`src/rtl/pep8_instruction_stream_decoder_unit_assert.svh`:
```
// Assertion macros for the Pep/8 instruction stream decoder.
// Each macro expects signals named clk and rst_n in the scope that uses it.
`ifndef PEP8_INSTRUCTION_STREAM_DECODER_UNIT_ASSERT_SVH
`define PEP8_INSTRUCTION_STREAM_DECODER_UNIT_ASSERT_SVH

// Same-cycle implication, checked outside reset.
`define P8ISD_ASSERT_IMPL(lbl, ante, cons, msg) \
  lbl: assert property (@(posedge clk) disable iff (!rst_n) (ante) |-> (cons)) \
    else $error(msg);

// Next-cycle implication, checked outside reset.
`define P8ISD_ASSERT_NEXT(lbl, ante, cons, msg) \
  lbl: assert property (@(posedge clk) disable iff (!rst_n) (ante) |=> (cons)) \
    else $error(msg);

`endif

```
`src/rtl/p8isd_pkg.sv`:
```
// Shared types, opcode boundaries and mnemonic numbers for the Pep/8 decoder.
// No dependencies; used by the framer, the field decoder and the top level.
package p8isd_pkg;

  localparam logic [7:0] OP_BR    = 8'h04;
  localparam logic [7:0] OP_NOTA  = 8'h18;
  localparam logic [7:0] OP_NOP0  = 8'h24;
  localparam logic [7:0] OP_NOP   = 8'h28;
  localparam logic [7:0] OP_CHARI = 8'h48;
  localparam logic [7:0] OP_RET0  = 8'h58;
  localparam logic [7:0] OP_ADDSP = 8'h60;
  localparam logic [7:0] OP_ADDA  = 8'h70;

  localparam logic [5:0] MN_BR    = 6'd4;
  localparam logic [5:0] MN_NOTA  = 6'd14;
  localparam logic [5:0] MN_NOP0  = 6'd26;
  localparam logic [5:0] MN_NOP   = 6'd30;
  localparam logic [5:0] MN_CHARI = 6'd34;
  localparam logic [5:0] MN_RET0  = 6'd36;
  localparam logic [5:0] MN_ADDSP = 6'd44;
  localparam logic [5:0] MN_ADDA  = 6'd46;

  typedef struct packed {
    logic        emit;
    logic [15:0] addr;
    logic [7:0]  op;
    logic [15:0] spec;
    logic        truncated;
  } frame_t;

  typedef struct packed {
    logic [15:0] inst_address;
    logic [7:0]  opcode;
    logic [5:0]  mnemonic_code;
    logic        register_select;
    logic [2:0]  addressing_mode;
    logic        one_bit_mode;
    logic [15:0] operand_spec;
    logic        is_unary;
    logic        status;
  } result_t;

  function automatic logic op_is_unary(input logic [7:0] op);
    return (op < OP_BR) || (op >= OP_NOTA && op < OP_NOP) ||
           (op >= OP_RET0 && op < OP_ADDSP);
  endfunction

endpackage

```
`src/rtl/pep8_instruction_stream_decoder_unit.sv`:
```
// Pep/8 instruction stream decoder. Takes one program byte per beat and returns
// one beat per instruction with its address, opcode, mnemonic number, register
// bit, addressing mode and 16-bit operand specifier. A unary opcode yields its
// beat from that byte; any other opcode yields its beat with the second operand
// byte, or with status 1 if the image ends (last_byte) before then. The next
// byte after a last_byte starts a new image at address 0. The block accepts a
// byte every cycle unless in_stall is high; a result passes through the input
// register and then the result register before it is offered, and in_stall
// rises only while a result waits in the result register under out_stall.
// Depends on p8isd_pkg, p8isd_framer, p8isd_decode and the assertion header.
module pep8_instruction_stream_decoder_unit (
  input  logic        clk,
  input  logic        rst_n,
  input  logic        in_valid,
  output logic        in_stall,
  input  logic [7:0]  in_byte_value,
  input  logic        in_last_byte,
  output logic        out_valid,
  input  logic        out_stall,
  output logic [15:0] out_inst_address,
  output logic [7:0]  out_opcode,
  output logic [5:0]  out_mnemonic_code,
  output logic        out_register_select,
  output logic [2:0]  out_addressing_mode,
  output logic        out_one_bit_mode,
  output logic [15:0] out_operand_spec,
  output logic        out_is_unary,
  output logic        out_status
);
  import p8isd_pkg::*;

  logic    in_valid_r;
  logic    [7:0] byte_r;
  logic    last_r;
  logic    out_valid_r;
  result_t out_r;
  logic    out_free;
  logic    advance;
  logic    accept;
  frame_t  frame;
  result_t result;
  logic    unary_clean;
  logic    branch_clean;
  logic    held_blocked;

  assign out_free = !out_valid_r || !out_stall;
  assign advance  = in_valid_r && out_free;
  assign in_stall = in_valid_r && !out_free;
  assign accept   = in_valid && !in_stall;

  p8isd_framer u_framer (
    .clk       (clk),
    .rst_n     (rst_n),
    .advance   (advance),
    .byte_value(byte_r),
    .last_byte (last_r),
    .frame     (frame)
  );

  p8isd_decode u_decode (
    .frame (frame),
    .result(result)
  );

  always_ff @(posedge clk) begin
    if (!rst_n) begin
      in_valid_r <= 1'b0;
    end else if (accept) begin
      in_valid_r <= 1'b1;
    end else if (advance) begin
      in_valid_r <= 1'b0;
    end
    if (accept) begin
      byte_r <= in_byte_value;
      last_r <= in_last_byte;
    end
  end

  always_ff @(posedge clk) begin
    if (!rst_n) begin
      out_valid_r <= 1'b0;
    end else if (out_free) begin
      out_valid_r <= advance && frame.emit;
    end
    if (out_free && advance && frame.emit) begin
      out_r <= result;
    end
  end

  assign out_valid           = out_valid_r;
  assign out_inst_address    = out_r.inst_address;
  assign out_opcode          = out_r.opcode;
  assign out_mnemonic_code   = out_r.mnemonic_code;
  assign out_register_select = out_r.register_select;
  assign out_addressing_mode = out_r.addressing_mode;
  assign out_one_bit_mode    = out_r.one_bit_mode;
  assign out_operand_spec    = out_r.operand_spec;
  assign out_is_unary        = out_r.is_unary;
  assign out_status          = out_r.status;

  assign unary_clean  = (out_operand_spec == 16'd0) && (out_addressing_mode == 3'd0);
  assign branch_clean = !out_register_select && (out_addressing_mode[2:1] == 2'b00);
  assign held_blocked = out_valid && out_stall;

`include "pep8_instruction_stream_decoder_unit_assert.svh"

  `P8ISD_ASSERT_IMPL(a_trunc_not_unary, out_valid && out_status, !out_is_unary, "truncated unary")
  `P8ISD_ASSERT_IMPL(a_unary_no_operand, out_valid && out_is_unary, unary_clean, "unary operand")
  `P8ISD_ASSERT_IMPL(a_branch_no_reg, out_valid && out_one_bit_mode, branch_clean, "branch fields")
  `P8ISD_ASSERT_IMPL(a_stall_cause, in_stall, held_blocked, "stall without blocked result")
  `P8ISD_ASSERT_NEXT(a_held_result, held_blocked, out_valid && $stable(out_r), "result changed")

endmodule

```
`src/rtl/p8isd_framer.sv`:
```
// Byte framer: tracks the position within an instruction and the byte address.
// Depends on p8isd_pkg for the frame type and the unary opcode test.
module p8isd_framer (
  input  logic              clk,
  input  logic              rst_n,
  input  logic              advance,
  input  logic [7:0]        byte_value,
  input  logic              last_byte,
  output p8isd_pkg::frame_t frame
);
  import p8isd_pkg::*;

  typedef enum logic [1:0] {
    POS_OPCODE  = 2'd0,
    POS_OPND_HI = 2'd1,
    POS_OPND_LO = 2'd2
  } pos_t;

  pos_t        pos_r, pos_nxt;
  logic [15:0] addr_cnt_r, addr_cnt_nxt;
  logic [7:0]  held_op_r, held_op_nxt;
  logic [15:0] held_start_r, held_start_nxt;
  logic [7:0]  held_hi_r, held_hi_nxt;

  always_comb begin
    pos_nxt        = pos_r;
    addr_cnt_nxt   = addr_cnt_r + 16'd1;
    held_op_nxt    = held_op_r;
    held_start_nxt = held_start_r;
    held_hi_nxt    = held_hi_r;
    frame          = '0;
    unique case (pos_r)
      POS_OPND_HI: begin
        held_hi_nxt = byte_value;
        if (last_byte) begin
          frame = '{emit: 1'b1, addr: held_start_r, op: held_op_r,
                    spec: 16'd0, truncated: 1'b1};
        end else begin
          pos_nxt = POS_OPND_LO;
        end
      end
      POS_OPND_LO: begin
        frame = '{emit: 1'b1, addr: held_start_r, op: held_op_r,
                  spec: {held_hi_r, byte_value}, truncated: 1'b0};
        pos_nxt = POS_OPCODE;
      end
      default: begin
        held_op_nxt    = byte_value;
        held_start_nxt = addr_cnt_r;
        if (op_is_unary(byte_value)) begin
          frame = '{emit: 1'b1, addr: addr_cnt_r, op: byte_value,
                    spec: 16'd0, truncated: 1'b0};
          pos_nxt = POS_OPCODE;
        end else if (last_byte) begin
          frame = '{emit: 1'b1, addr: addr_cnt_r, op: byte_value,
                    spec: 16'd0, truncated: 1'b1};
          pos_nxt = POS_OPCODE;
        end else begin
          pos_nxt = POS_OPND_HI;
        end
      end
    endcase
    if (last_byte) begin
      pos_nxt      = POS_OPCODE;
      addr_cnt_nxt = 16'd0;
    end
  end

  always_ff @(posedge clk) begin
    if (!rst_n) begin
      pos_r        <= POS_OPCODE;
      addr_cnt_r   <= 16'd0;
      held_op_r    <= 8'd0;
      held_start_r <= 16'd0;
      held_hi_r    <= 8'd0;
    end else if (advance) begin
      pos_r        <= pos_nxt;
      addr_cnt_r   <= addr_cnt_nxt;
      held_op_r    <= held_op_nxt;
      held_start_r <= held_start_nxt;
      held_hi_r    <= held_hi_nxt;
    end
  end

endmodule

```
`src/rtl/p8isd_decode.sv`:
```
// Opcode field decoder: mnemonic number, register bit and addressing mode.
// Depends on p8isd_pkg for the frame and result types and opcode boundaries.
module p8isd_decode (
  input  p8isd_pkg::frame_t  frame,
  output p8isd_pkg::result_t result
);
  import p8isd_pkg::*;

  logic [7:0] op;
  logic [7:0] d;
  logic [5:0] mn;
  logic       un;
  logic       reg_sel;
  logic [2:0] mode;
  logic       onebit;

  assign op = frame.op;
  assign un = op_is_unary(op);

  always_comb begin
    d  = '0;
    mn = '0;
    if (op < OP_BR) begin
      mn = op[5:0];
    end else if (op < OP_NOTA) begin
      d  = op - OP_BR;
      mn = MN_BR + {1'b0, d[5:1]};
    end else if (op < OP_NOP0) begin
      d  = op - OP_NOTA;
      mn = MN_NOTA + d[5:0];
    end else if (op < OP_NOP) begin
      d  = op - OP_NOP0;
      mn = MN_NOP0 + d[5:0];
    end else if (op < OP_CHARI) begin
      d  = op - OP_NOP;
      mn = MN_NOP + {3'b0, d[5:3]};
    end else if (op < OP_RET0) begin
      d  = op - OP_CHARI;
      mn = MN_CHARI + {3'b0, d[5:3]};
    end else if (op < OP_ADDSP) begin
      d  = op - OP_RET0;
      mn = MN_RET0 + d[5:0];
    end else if (op < OP_ADDA) begin
      d  = op - OP_ADDSP;
      mn = MN_ADDSP + {3'b0, d[5:3]};
    end else begin
      d  = op - OP_ADDA;
      mn = MN_ADDA + {1'b0, d[7:3]};
    end
  end

  always_comb begin
    reg_sel = 1'b0;
    mode    = 3'd0;
    onebit  = 1'b0;
    if (op >= OP_NOTA && op < OP_NOP0) begin
      reg_sel = op[0];
    end else if (op >= OP_BR && op < OP_NOTA) begin
      mode   = {2'b0, op[0]};
      onebit = 1'b1;
    end else if (!un) begin
      mode    = op[2:0];
      reg_sel = (op >= OP_ADDA) ? op[3] : 1'b0;
    end
  end

  always_comb begin
    result.inst_address    = frame.addr;
    result.opcode          = op;
    result.mnemonic_code   = mn;
    result.register_select = reg_sel;
    result.addressing_mode = mode;
    result.one_bit_mode    = onebit;
    result.operand_spec    = (un || frame.truncated) ? 16'd0 : frame.spec;
    result.is_unary        = un;
    result.status          = frame.truncated;
  end

endmodule
```
`config.mk`:
```
export PLATFORM = sky130hd
export DESIGN_NAME = pep8_instruction_stream_decoder_unit
export DESIGN_NICKNAME = d
export VERILOG_FILES = /design/src/rtl/p8isd_pkg.sv /design/src/rtl/pep8_instruction_stream_decoder_unit.sv /design/src/rtl/p8isd_framer.sv /design/src/rtl/p8isd_decode.sv
export VERILOG_INCLUDE_DIRS = /design/src /design/src/rtl
export SDC_FILE = /design/constraint.sdc
export NUM_CORES = 1
export LEC_CHECK = 0
export BUFFER_PORTS_ARGS = -buffer_cell sky130_fd_sc_hd__buf_2
export CAP_MARGIN = 20
export CORE_ASPECT_RATIO = 1.25
export CORE_MARGIN = 2
export CORE_UTILIZATION = 50
export CTS_CLUSTER_SIZE = 10
export DETAILED_ROUTE_END_ITERATION = 10
export PLACE_DENSITY = 0.76
export SLEW_MARGIN = 20
export SYNTH_ARGS = -nofsm -noshare
export SYNTH_HDL_FRONTEND = slang
export SYNTH_SLANG_ARGS = --single-unit
```
`constraint.sdc`:
```
create_clock -name clk -period 10.9 [get_ports clk]
set_clock_uncertainty 0.1 [all_clocks]
set_input_delay 2.725 -clock clk [delete_from_list [all_inputs] [get_ports clk]]
set_output_delay 2.725 -clock clk [all_outputs]
set_load 0.05 [all_outputs]
```
==> results of run 1 <==
## per-layer routing
metal	global-route usage [%]	routed length [um]	vias to the layer above
met4	8.98	244	0
met3	5.55	467	23
li1	-	-	1956
met2	36.0	6020	84
met5	0	0	-
met1	23.3	4660	1950
## final timing paths
kind / slack, ps / to / depth (start not counted) / from
setup / recovery: 4780 / in_stall / 3 / out_stall
hold / removal: 360 / u_framer.held_start_r[1] / 2 / u_framer.held_start_r[1]
setup reg to reg: 6510 / out_operand_spec[0] / 10 / byte_r[3]
hold reg to reg: 360 / u_framer.held_start_r[1] / 2 / u_framer.held_start_r[1]
## cells by family after synthesis
group	count (synthesis)	share of synthesized area, %
xor gates and xnor gates	22	3.56
muxes	23	4.30
DFF	114	53.6
and+or+nand+nor	202	18.1
AOI/OAI and AO/OA	96	13.4
adders and majority gates	17	3.93
buffers and inverters	39	3.05
## tightest hold or removal path: cells and delay by family (launching register included)
kind             cells  cell delay, ps
flip-flops           1             300
AO/OA/AOI/OAI        1              60
AND/OR/NAND/NOR      1              50
## sequential cells by signal (all words and copies together) (netlist names), 2 cells and up
register / cells
out_mnemonic_code: 6
byte_r: 8
u_framer.addr_cnt_r: 16
u_framer.held_op_r: 8
u_framer.held_start_r: 16
out_addressing_mode: 3
out_inst_address: 16
out_operand_spec: 16
out_opcode: 8
u_framer.pos_r: 2
u_framer.held_hi_r: 8
## area by class of cell
type	count	area, um2
clock inverter	11	90.1
timing repair buffer	69	350
inverter	15	57.6
sequential	114	2900
fill	900	4200
clock buffer	21	440
tap	132	165
multi-input combinational	360	2350
## cell usage in the layout (no fill, tap or decap), types with 11 or more instances in the layout
cell / n
nand2_1: 82
buf_2: 67
edfxtp_1: 62
dfxtp_1: 52
nor2_1: 46
a21boi_0: 34
mux2i_1: 21
and2_1: 18
nand3_1: 18
ha_1: 17
clkbuf_16: 17
a21oi_1: 16
xor2_1: 13
inv_1: 11
o21ai_0: 11
## report_power, final
group | switching [uW] | internal (uW)
Combinational | 100 | 45.1
Clock | 186 | 309
Sequential | 8.53 | 469
## through the flow
stage	instances	power [uW]	worst slack (ps)	hold slack [ps]
final	722	1120	4780	362
after global routing	722	1160	4760	384
after CTS	722	1120	4790	364
after detailed placement	690	630	4800	355
after global placement	690	627	4810	350
after floorplan	513	596	4870	339
==> metrics, run 1 <==
most frequent CP cell=buf_2; starting density of the core=between 50% and 60%; Die Span Y=~120 um; first-pass detailed-route iteration total=4; final hold viol count=0; number of synthesized flops with an enable pin=62; Clk Tree Root Cell=clkbuf_16; Placement Cell Area=between 0.005 and 0.006 mm2; leak pwr=0.00255 uW; final core occ=about three fifths; Avg Inst Size Synth=between 10 and 15 um2; first-pass GRT wire length=between 15 and 20 mm; Worst VDD drop=between 0.1 and 0.15 mV; GP Congestion=approximately 0.84; Synth Net Count=about 540; vias in the first global route=3896; cts repair resizes=0; wire per inst=between 15 and 20 um; Final Slew Violations=0; DRT iter0 DRCs=slightly below 200; Clock transition at path regs=~50 ps; Synth Flop Type=edfxtp_1; Remaining DRCs=0; CP bufs+invs=2; crit start category=primary input; pwr/cell area=about 180 mW/mm2; Critical Path AT=~3300 ps; Routed WL=11.4 mm; post-route cell area=around 0.0064 mm2; nets@finish=between 600 and 700; core region area=0.0106 mm2; Vias per Instance=5.56; Worst path top cell family by delay=buffers and inverters; CP endpoint kind=output pin; post-CTS setup buffers=0; GRT overflow=0; worst-margin pin slew=978 ps; HPWL after DPL=between 7 and 8 mm; Routed Antenna Nets=0; Setup Viol. Count Final=0; Die W=between 90 and 100 um; Critical Path Max Stage Delay=280 ps; H-Tree Depth=4; initial antenna violation count=0; Slowest-stage cell, CP=buf_2; Ys Warns=0; Layout area overhead=17.5%; critical path peak fanout=3; Final min period=between 6000 and 7000 ps; Clock Tree Buf Depth=2; detailed-route via count=around 4000; top cells by count, synth=82 x nand2_1, 62 x edfxtp_1, 52 x dfxtp_1; period utilization=between 50% and 60%; register bit total from synthesis=about 110; site row count=between 40 and 50; total CTS buffers=17; area share of the largest cell type after synthesis=34.4%; largest net degree at the start of global routing=54; GRT Resource Usage Total=~20%; post-synthesis sequential area ratio=a little over half; Async S/R FF share, synth=0%; Mapped Area=0.00541 mm2; TritonCTS clock tree=yes; worst-path cell chain=buf_2, and3_1, buf_2; max_cap viols=0; Worst Setup Path Type=primary input to output pin; Unique masters post-synth=65; Hold Path Class=flip-flop to flip-flop; Cells after Synth=513; clock sink count=approximately 110; slew margin rel.=around a third; total negative setup slack=0 ps; Antenna diodes=0; die area=between 0.01 and 0.015 mm2; most common cell in the synthesized netlist=nand2_1; outcome=complete, no violations; hold_buf cts=0; CP required=between 8000 and 9000 ps; Clock Latency Late Sink=approximately 420 ps; synth top area cells=edfxtp_1 34%, dfxtp_1 19%, nand2_1 5.7%, a21boi_0 4.7%, ha_1 3.9%; RSZ-0062 raised after global routing=no; Fmax=between 150 and 200 MHz; port buffer count=67; leading area contributor after synthesis=edfxtp_1; layout cells sized above 1=around a fifth; IO Count=68
No activity file was read; power rests on OpenSTA's default activity.
==> run 2: changes to the inputs <==
Settings changed: PLACE_DENSITY 0.76 to 0.79.
Clock period 10.9 ns to 5.57 ns, I/O delays scaled along.
==> run 2 against run 1 <==
Compared with the run above: total power rose by 99%; sequential power grew 95%; routed wire length grew 5.5%; via count rose by 2.1%; critical path type is now flip-flop to flip-flop; critical endpoint is now out_addressing_mode[0]; highest routed layer unchanged.
==> metrics, run 2 (synthesized netlist as in run 1, its figures left out) <==
outcome=complete, no violations (unchanged); Setup Viol. Count Final=0 (unchanged); DRT iter0 DRCs=191 (was 198); first-pass detailed-route iteration total=5 (was 4); crit start category=flip-flop (was primary input); Hold Path Class=flip-flop to flip-flop (unchanged); Layout area overhead=18.1% (was 17.5%); Routed Antenna Nets=0 (unchanged); H-Tree Depth=4 (unchanged); TritonCTS clock tree=yes (unchanged); leak pwr=0.00259 uW (was 0.00255 uW); Routed WL=12.0 mm (was 11.4 mm); HP Start=u_framer.held_hi_r[0] (was u_framer.held_start_r[1]); first-pass GRT wire length=20.1 mm (was 18.9 mm); worst flop-to-flop path startpoint=u_framer.pos_r[0] (was byte_r[3]); Worst Setup Slack, final=1100 ps (was 4780 ps); site row count=42 (unchanged); hold depth=2 (unchanged); initial antenna violation count=0 (unchanged); total CTS buffers=17 (unchanged); CP required=5610 ps (was 8080 ps); Die Span Y=120 um (unchanged); period utilization=80.2%; Clk Tree Root Cell=clkbuf_16 (unchanged); Die W=97.1 um (unchanged); Critical Path Source=u_framer.pos_r[0] (was out_stall); GP Congestion=0.901 (was 0.835); final hold viol count=0 (unchanged); most common cell after layout, fill and taps aside=nand2_1 (unchanged); GRT Resource Usage Total=21.8% (was 20.5%); nets@finish=608 (was 607); slew margin rel.=31.9% (was 34.8%); Fmax=224 MHz; # fillers=850 (was 900); Clock Latency Late Sink=410 ps (was 420 ps); total negative setup slack=0 ps (unchanged); Antenna diodes=0 (unchanged); port buffer count=67 (unchanged); Place WS=1120 ps (was 4800 ps); FF-to-FF path depth=13 (was 10); wire per inst=16.6 um (was 15.8 um); layout cells sized above 1=20.6% (was 19.5%); Placed Cells=691 (was 690); largest net degree at the start of global routing=54 (unchanged); Finished Layout Cells=723 (was 722); pwr/cell area=348 mW/mm2 (was 176 mW/mm2); total power=2230 uW (was 1120 uW); detailed-route via count=4096 (was 4013); hold_buf cts=0 (unchanged); Final min period=roughly 4500 ps; die area=0.0117 mm2 (unchanged); HPWL after DPL=8.08 mm (was 7.61 mm); critical path peak fanout=27 (was 3); Final Slew Violations=0 (unchanged); most frequent cells in the layout=82 x nand2_1, 67 x buf_2, 62 x edfxtp_1 (unchanged); clock sink count=114 (unchanged); RSZ-0062 raised after global routing=no (unchanged); Vias per Instance=5.67 (was 5.56); post-CTS setup buffers=0 (unchanged); starting density of the core=51.2% (unchanged); core region area=0.0106 mm2 (unchanged); cts repair resizes=0 (unchanged); worst-margin pin slew=1010 ps (was 978 ps); Critical Path AT=4510 ps (was 3290 ps); IO Count=68 (unchanged); Worst Setup Path Type=flip-flop to flip-flop (was primary input to output pin); GRT overflow=0 (unchanged); max_cap viols=0 (unchanged); vias in the first global route=4097 (was 3896); Remaining DRCs=0 (unchanged); Clock Tree Buf Depth=2 (unchanged); Worst VDD drop=0.228 mV (was 0.125 mV); CP endpoint kind=flip-flop (was output pin); Clock transition at path regs=50 ps (about the same)
==> run 2: worst paths after layout <==
| check | endpoint | slack [ps] |
|---|---|---|
| worst max-delay path | out_addressing_mode[0] | 1100 |
| worst min-delay path | u_framer.held_hi_r[0] | 360 |
| worst max register to register | out_addressing_mode[0] | 1100 |
| worst min register to register | u_framer.held_hi_r[0] | 360 |
==> run 2: critical path, cell delays in order (launching register included) <==
cell and delay [ps]:
dfxtp_1 380, inv_1 60, ha_1 290, buf_4 330, inv_1 200, a2111oi_4 570
nor3_4 180, inv_2 240, ha_1 330, o21ai_0 140, nor3_1 840, o21ai_0 240
nand2_1 200, a211oi_1 90
==> run 2: metal layers <==
metal	global-route usage, %	share of wire [%]
met1	24.4	38
met4	12.8	3.5
met3	5.32	5.7
met2	37.9	53
met5	0	0
==> run 2: report_power, final <==
| part | switching (uW) | internal, uW | total [uW] |
|---|---|---|---|
| clock | 390 | 615 | 1010 |
| combinational | 200 | 88.2 | 288 |
| sequential | 16.8 | 918 | 934 |
==> run 2: area by class of cell <==
class / instances / area, um2 / share of cell area [%]
clock buffers: 17 / 425 / 6.65
clock inverters: 15 / 134 / 2.09
inverters: 15 / 57.6 / 0.900
multi-input cells: 360 / 2350 / 36.8
flip-flops and latches: 114 / 2900 / 45.4
well taps: 132 / 165 / 2.58
repair buffers: 70 / 358 / 5.60
==> run 2: through the flow <==
step                      utilization, %  hold WS (ps)  area (um2)
final                               60.5           358        6390
after global routing                60.5           379        6390
after CTS                           60.5           363        6390
after detailed placement            55.2           355        5830
after global placement              55.2           350        5830
after floorplan                        -           339        5410
==> run 3: changes to the inputs <==
Settings changed: PLACE_DENSITY 0.79 to 0.76.
Clock period 5.57 ns to 4.2 ns, I/O delays scaled along.
==> run 3 against run 2 <==
Compared with the run above: flip-flop and latch count stayed put; die area stayed put; register-to-register slack worse by 680 ps; global-route usage is 0.19 points lower; critical path depth stayed put; highest routed layer unchanged.
==> metrics, run 3 (synthesized netlist as in run 1, its figures left out) <==
Place WS=514 ps (was 1120 ps); slew margin rel.=41.1% (was 31.9%); detailed-route via count=4053 (was 4096); Min Hold Slack=362 ps (was 358 ps); core region area=0.0106 mm2 (unchanged); most frequent cells in the layout=82 x nand2_1, 67 x buf_2, 62 x edfxtp_1 (unchanged); most common cell after layout, fill and taps aside=nand2_1 (unchanged); first-pass GRT wire length=20.0 mm (was 20.1 mm); total CTS buffers=17 (unchanged); leak pwr=0.00264 uW (was 0.00259 uW); CP endpoint kind=flip-flop (unchanged); Final Slew Violations=0 (unchanged); CP required=4250 ps (was 5610 ps); total power=3090 uW (was 2230 uW); Final min period=3770 ps (was 4470 ps); final hold viol count=0 (unchanged); Clk Tree Root Cell=clkbuf_16 (unchanged); hold_buf cts=0 (unchanged); vias in the first global route=4063 (was 4097); Die Span Y=120 um (unchanged); Antenna diodes=0 (unchanged); largest net degree at the start of global routing=37 (was 54); Clock Tree Buf Depth=2 (unchanged); HPWL after DPL=8.38 mm (was 8.08 mm); initial antenna violation count=0 (unchanged); Placement Cell Area=0.00589 mm2 (was 0.00583 mm2); outcome=complete, no violations (unchanged); critical path peak fanout=18 (was 27); TritonCTS clock tree=yes (unchanged); Critical Path AT=3830 ps (was 4510 ps); DRT iter0 DRCs=197 (was 191); Vias per Instance=5.55 (was 5.67); Worst Setup Slack, final=426 ps (was 1100 ps); # fillers=854 (was 850); post-CTS setup buffers=0 (unchanged); cts repair resizes=0 (unchanged); starting density of the core=51.2% (unchanged); wire per inst=16.7 um (was 16.6 um); Clock Latency Late Sink=410 ps (about the same); max_cap viols=0 (unchanged); Hold Path Class=flip-flop to flip-flop (unchanged); worst-margin pin slew=882 ps (was 1010 ps); pwr/cell area=476 mW/mm2 (was 348 mW/mm2); Worst Setup Path Type=flip-flop to flip-flop (unchanged); post-route cell area=0.00650 mm2 (was 0.00639 mm2); Layout area overhead=20.0% (was 18.1%); Setup Viol. Count Final=0 (unchanged); nets@finish=615 (was 608); GRT Resource Usage Total=21.7% (was 21.8%); Die W=97.1 um (unchanged); Clock transition at path regs=50 ps (about the same); GP Congestion=0.903 (was 0.901); first-pass detailed-route iteration total=5 (unchanged); Fmax=265 MHz (was 224 MHz); port buffer count=67 (unchanged); GRT overflow=0 (unchanged); Routed Antenna Nets=0 (unchanged); Remaining DRCs=0 (unchanged); Routed WL=12.2 mm (was 12.0 mm); Worst VDD drop=0.273 mV (was 0.228 mV); site row count=42 (unchanged); total negative setup slack=0 ps (unchanged); period utilization=89.9% (was 80.2%); die area=0.0117 mm2 (unchanged); area of the multi-input gates=0.00234 mm2 (was 0.00235 mm2); layout cells sized above 1=21.4% (was 20.6%); Storage cell area=0.00290 mm2 (unchanged); clock sink count=114 (unchanged); crit start category=flip-flop (unchanged); RSZ-0062 raised after global routing=no (unchanged); H-Tree Depth=4 (unchanged); IO Count=68 (unchanged)
-- run 3: stage by stage --
| step | instances | util, % |
|---|---|---|
| after detailed placement | 698 | 55.8 |
| after floorplan | 513 | - |
| final | 730 | 61.5 |
| after global routing | 730 | 61.5 |
| after CTS | 730 | 61.5 |
| after global placement | 698 | 55.8 |
-- run 3: final timing paths --
check	startpoint	cells after the start	end	slack, ps
min reg2reg	u_framer.held_hi_r[0]	2	u_framer.held_hi_r[0]	360
max reg2reg	u_framer.pos_r[0]	13	out_mnemonic_code[1]	430
min	u_framer.held_hi_r[0]	2	u_framer.held_hi_r[0]	360
max	u_framer.pos_r[0]	13	out_mnemonic_code[1]	430
-- run 3: layout make-up --
cell class	count	area share (%)
Tap cell	132	2.54
Inverter	15	0.867
Multi-Input combinational cell	360	36.1
Clock inverter	15	2.77
Clock buffer	17	6.55
Timing Repair Buffer	77	6.51
Sequential cell	114	44.7
-- run 3: per-layer routing --
metal	share of wire (%)	global-route usage, %
met1	41	25.0
met2	52	38.3
met3	4.5	4.80
met4	2.2	10.1
met5	0	0
-- run 3: power breakdown --
part / total (uW) / leakage [uW] / switching, uW / internal, uW
clock: 1460 / 0.000292 / 522 / 936
combinational: 393 / 0.00131 / 267 / 126
sequential: 1240 / 0.00104 / 22.3 / 1220
total: 3090 / 0.00264 / 812 / 2280
-- run 3: critical path, cell delays in order, from the launching register on --
cell and delay [ps]:
dfxtp_1 390, inv_1 70, ha_1 350, buf_4 260
mux2i_1 210, nor3_4 340, inv_2 180, ha_1 290
nor3_1 210, o2bb2ai_1 100, nand2_1 260, nor2_1 140
mux2_1 320, a311o_1 290
